==> config.mk <==
export PLATFORM = sky130hd
export DESIGN_NAME = swtm_ram
export DESIGN_NICKNAME = d
export VERILOG_FILES = /design/src/design/sliding_window_trimmed_mean_core_defines.svh /design/src/design/swtm_ram.sv
export SDC_FILE = /design/constraint.sdc
export NUM_CORES = 2
export LEC_CHECK = 0
export BUFFER_PORTS_ARGS = -buffer_cell sky130_fd_sc_hd__buf_2
export CORE_MARGIN = 2
export CORE_UTILIZATION = 35
export CTS_CLUSTER_SIZE = 24
export DETAILED_ROUTE_END_ITERATION = 8
export MAX_ROUTING_LAYER = met4
export PLACE_DENSITY_LB_ADDON = 0.12
export SYNTH_ARGS = -nofsm -noshare
export SYNTH_HDL_FRONTEND = slang
export SYNTH_SLANG_ARGS = --single-unit
==> constraint.sdc <==
create_clock -name clk -period 4.8 [get_ports clk]
set_input_delay 0.24 -clock clk [delete_from_list [all_inputs] [get_ports clk]]
set_output_delay 0.24 -clock clk [all_outputs]
set_load 0.005 [all_outputs]
==> src/design/sliding_window_trimmed_mean_core_defines.svh <==
// Assertion macros used by the trimmed-mean core
`ifndef SLIDING_WINDOW_TRIMMED_MEAN_CORE_DEFINES_SVH
`define SLIDING_WINDOW_TRIMMED_MEAN_CORE_DEFINES_SVH

// check that a condition implies a consequence on the same edge
`define SWTM_ASSERT_IMP(label, clk, rst_n, cond, cons, msg) \
	label: assert property (@(posedge clk) disable iff (!rst_n) (cond) |-> (cons)) \
		else $error(msg);

// check that a condition implies a consequence on the next edge
`define SWTM_ASSERT_NEXT(label, clk, rst_n, cond, cons, msg) \
	label: assert property (@(posedge clk) disable iff (!rst_n) (cond) |=> (cons)) \
		else $error(msg);

`endif

==> src/design/swtm_ram.sv <==
`default_nettype none
module swtm_ram #(
	parameter int WIDTH = 32,
	parameter int DEPTH = 64
) (
	input  wire logic                     clk,
	input  wire logic                     we,
	input  wire logic [$clog2(DEPTH)-1:0] waddr,
	input  wire logic [WIDTH-1:0]         wdata,
	input  wire logic [$clog2(DEPTH)-1:0] raddr,
	output logic      [WIDTH-1:0]         rdata
);
	logic [WIDTH-1:0] mem [DEPTH];

	always_ff @(posedge clk) begin
		if (we) begin
			mem[waddr] <= wdata;
		end
		rdata <= mem[raddr];
	end
endmodule
`default_nettype wire

==> metrics.txt <==
status=complete, no violations; CTS buffer count=220; Final Max Tran Viols=0; grt met3 use=3.79%; CP max FO=57; Max Freq=0.362 GHz; Tcrit/Tclk final=57.5%; setup_tns=0 ns; Rows=173; die height=478 µm; syn_area_per_cell=23.6 µm²; via count=36600; FF/Latch Area=0.0621 mm²; Post-synth top cells=2048 x edfxtp_1, 544 x mux4_2, 137 x nor2_1; Mapped Area=0.0785 mm²; Seq cells post-synth=2080; Routed WL per cell=33.2 µm; RSZ-0062 raised after global routing=no; Top Ports=78; Final WS setup=2.04 ns; IO Port Bufs=77; Setup WS pre-CTS=1.03 ns; worst hold path type=in2reg; WS Path Type=in2reg; min Tclk post-route=2.76 ns; top cell type by total area after synthesis=edfxtp_1; Final Skew=0.0459 ns; highest ir drop seen on vdd=0.294 mV; Post-Syn Instances=3324; Fin. Hold Viols=0; Worst-Margin Slew=1.26 ns; DRC errors left=0; number of enable flip-flop cells after synthesis=2048; Critical Path AT=3.46 ns; Worst slew margin=15.8%; drt total wl=226000 µm; multi-input logic area=0.0160 mm²; Unique masters post-synth=34; first-pass GRT wire length=313000 µm; Detail Route Antenna Nets=0; pin count of the biggest net entering global routing=72; 1st-iter DRT viols=3839; leak pwr=28.3 nW; DP HPWL=129000 µm; crit path launch type=input port; gr busiest metal=met2; most frequent cell after synthesis=edfxtp_1; Synth Flop Type=edfxtp_1; post-synth top area share=78.3%; maximum clock insertion buffer count=3; drt first pass iters=5; Area Overhead vs Synth=16.4%; fin nets=3672; GRT overflow=0; initial antenna violation count=27; full die area=0.228 mm²; met1 usage=28.3%; Vias/cell=5.39; filler cell count=19500; clock root cell=clkbuf_16; Synth warnings=0; CP endpoint kind=flip-flop; sequential share of the synthesized area=79.1%; Starting Density=35.3%; clk sink count=2080; worst skew pair latency=0.85 ns; power density cells=431 mW/mm²; chip width=478 µm; FFs w/ async S/R, synth=0%; H-Tree Depth=4; GPL Wtd Cong=0.753; Placeable Area=0.223 mm²; Crit path required time=5.50 ns; clock slew at reported path FFs=0.06 ns; synth top area cells=edfxtp_1 78%, mux4_2 16%, mux2i_1 1.2%; clock tree from TritonCTS=done; GRT Resource Usage Total=20.4%; vias in the first global route=37900; Max-cap violations=0; syn_nets=3370; setup violators final=0; fraction of layout instances using a drive strength above 1=31.2%; met2 GRT Util=31.0%
-- per-stage QoR --
stage	util, %	instances	instance area [µm²]	total power, W	hold WS (ns)
floorplan	-	3324	78500	0.0215	0.339
finish	41.1	6805	91400	0.0394	0.0512
detailed placement	37.7	6377	84000	0.0225	0.624
CTS	41.1	6790	91400	0.0398	0.00105
global route	41.1	6800	91400	0.0406	0.0439
global placement	37.7	6377	84000	0.0225	0.638
-- final timing paths --
check                              from                  end  slack, ns  depth (start not counted)
setup / recovery               raddr[1]    rdata[30]$_DFF_P_       2.04                          7
setup reg to reg  mem[43][26]$_DFFE_PP_    rdata[26]$_DFF_P_       2.29                          4
hold reg to reg   mem[12][20]$_DFFE_PP_    rdata[20]$_DFF_P_       0.77                          4
hold / removal                 wdata[3]  mem[0][3]$_DFFE_PP_       0.05                          2
-- power by group --
part	total (W)	internal, W	leakage [nW]	switching (W)
Clock	0.0173	0.0102	3.59	0.00711
Combinational	0.00190	0.000696	6.03	0.00120
Sequential	0.0202	0.0201	18.7	0.0000979
Total	0.0394	0.0310	28.3	0.00841
-- area by class of cell --
cell class | instances | share of cell area (%)
multi-input combinational | 1062 | 17.5
tap | 2975 | 4.07
timing repair buffer | 262 | 2.38
sequential | 2080 | 68.0
clock inverter | 111 | 1.35
clock buffer | 300 | 6.70
antenna | 15 | 0.0411
-- critical path, cell delays in order --
cell	delay, ns
buf_8	0.44
buf_12	0.43
buf_12	0.40
mux4_2	0.37
mux4_2	0.61
o22ai_1	0.74
nor2_1	0.12
-- sequential cells by signal, summed over array words and instances, names as in the netlist --
register / cells
rdata: 32
mem: 2048
-- timing repair --
| item | 4_1_cts | 5_1_grt |
|---|---|---|
| hold buffers | 2 | 0 |
| gates resized for setup | 0 | 0 |
| endpoints found under the hold margin | 6 | 0 |
| buffers inserted | 0 | 0 |
| endpoints found under the setup margin | 0 | 0 |
-- per-layer routing --
metal	share of wire, %	vias up
met3	6.0	269
met5	0	-
met4	2.3	0
met2	47	1131
li1	-	14900
met1	45	20300
-- kinds of logic after synthesis --
| group | count (synthesis) | synth area share (%) |
|---|---|---|
| AOI/OAI and AO/OA | 202 | 1.67 |
| buffers and inverters | 182 | 1.13 |
| and+or+nand+nor | 223 | 1.27 |
| muxes | 637 | 16.8 |
| DFF | 2080 | 79.1 |
-- cell usage in the layout (no fill, tap or decap), types with 21 or more instances in the layout --
master / netlist / final
clkbuf_1: 74 / 54
dfxtp_1: 32 / 32
nor2_1: 137 / 75
bufinv_16: 0 / 24
buf_2: 57 / 73
clkbuf_8: 0 / 21
o221ai_1: 27 / 27
mux4_2: 544 / 544
clkbuf_16: 0 / 225
buf_4: 25 / 154
o22ai_1: 84 / 84
nor2_4: 0 / 62
a21oi_1: 62 / 62
mux2i_1: 93 / 93
edfxtp_1: 2048 / 2048
nand2_1: 26 / 25
clkinv_2: 0 / 30
clkinv_1: 0 / 40
buf_12: 0 / 29
Power figures use the tool's default switching activity.
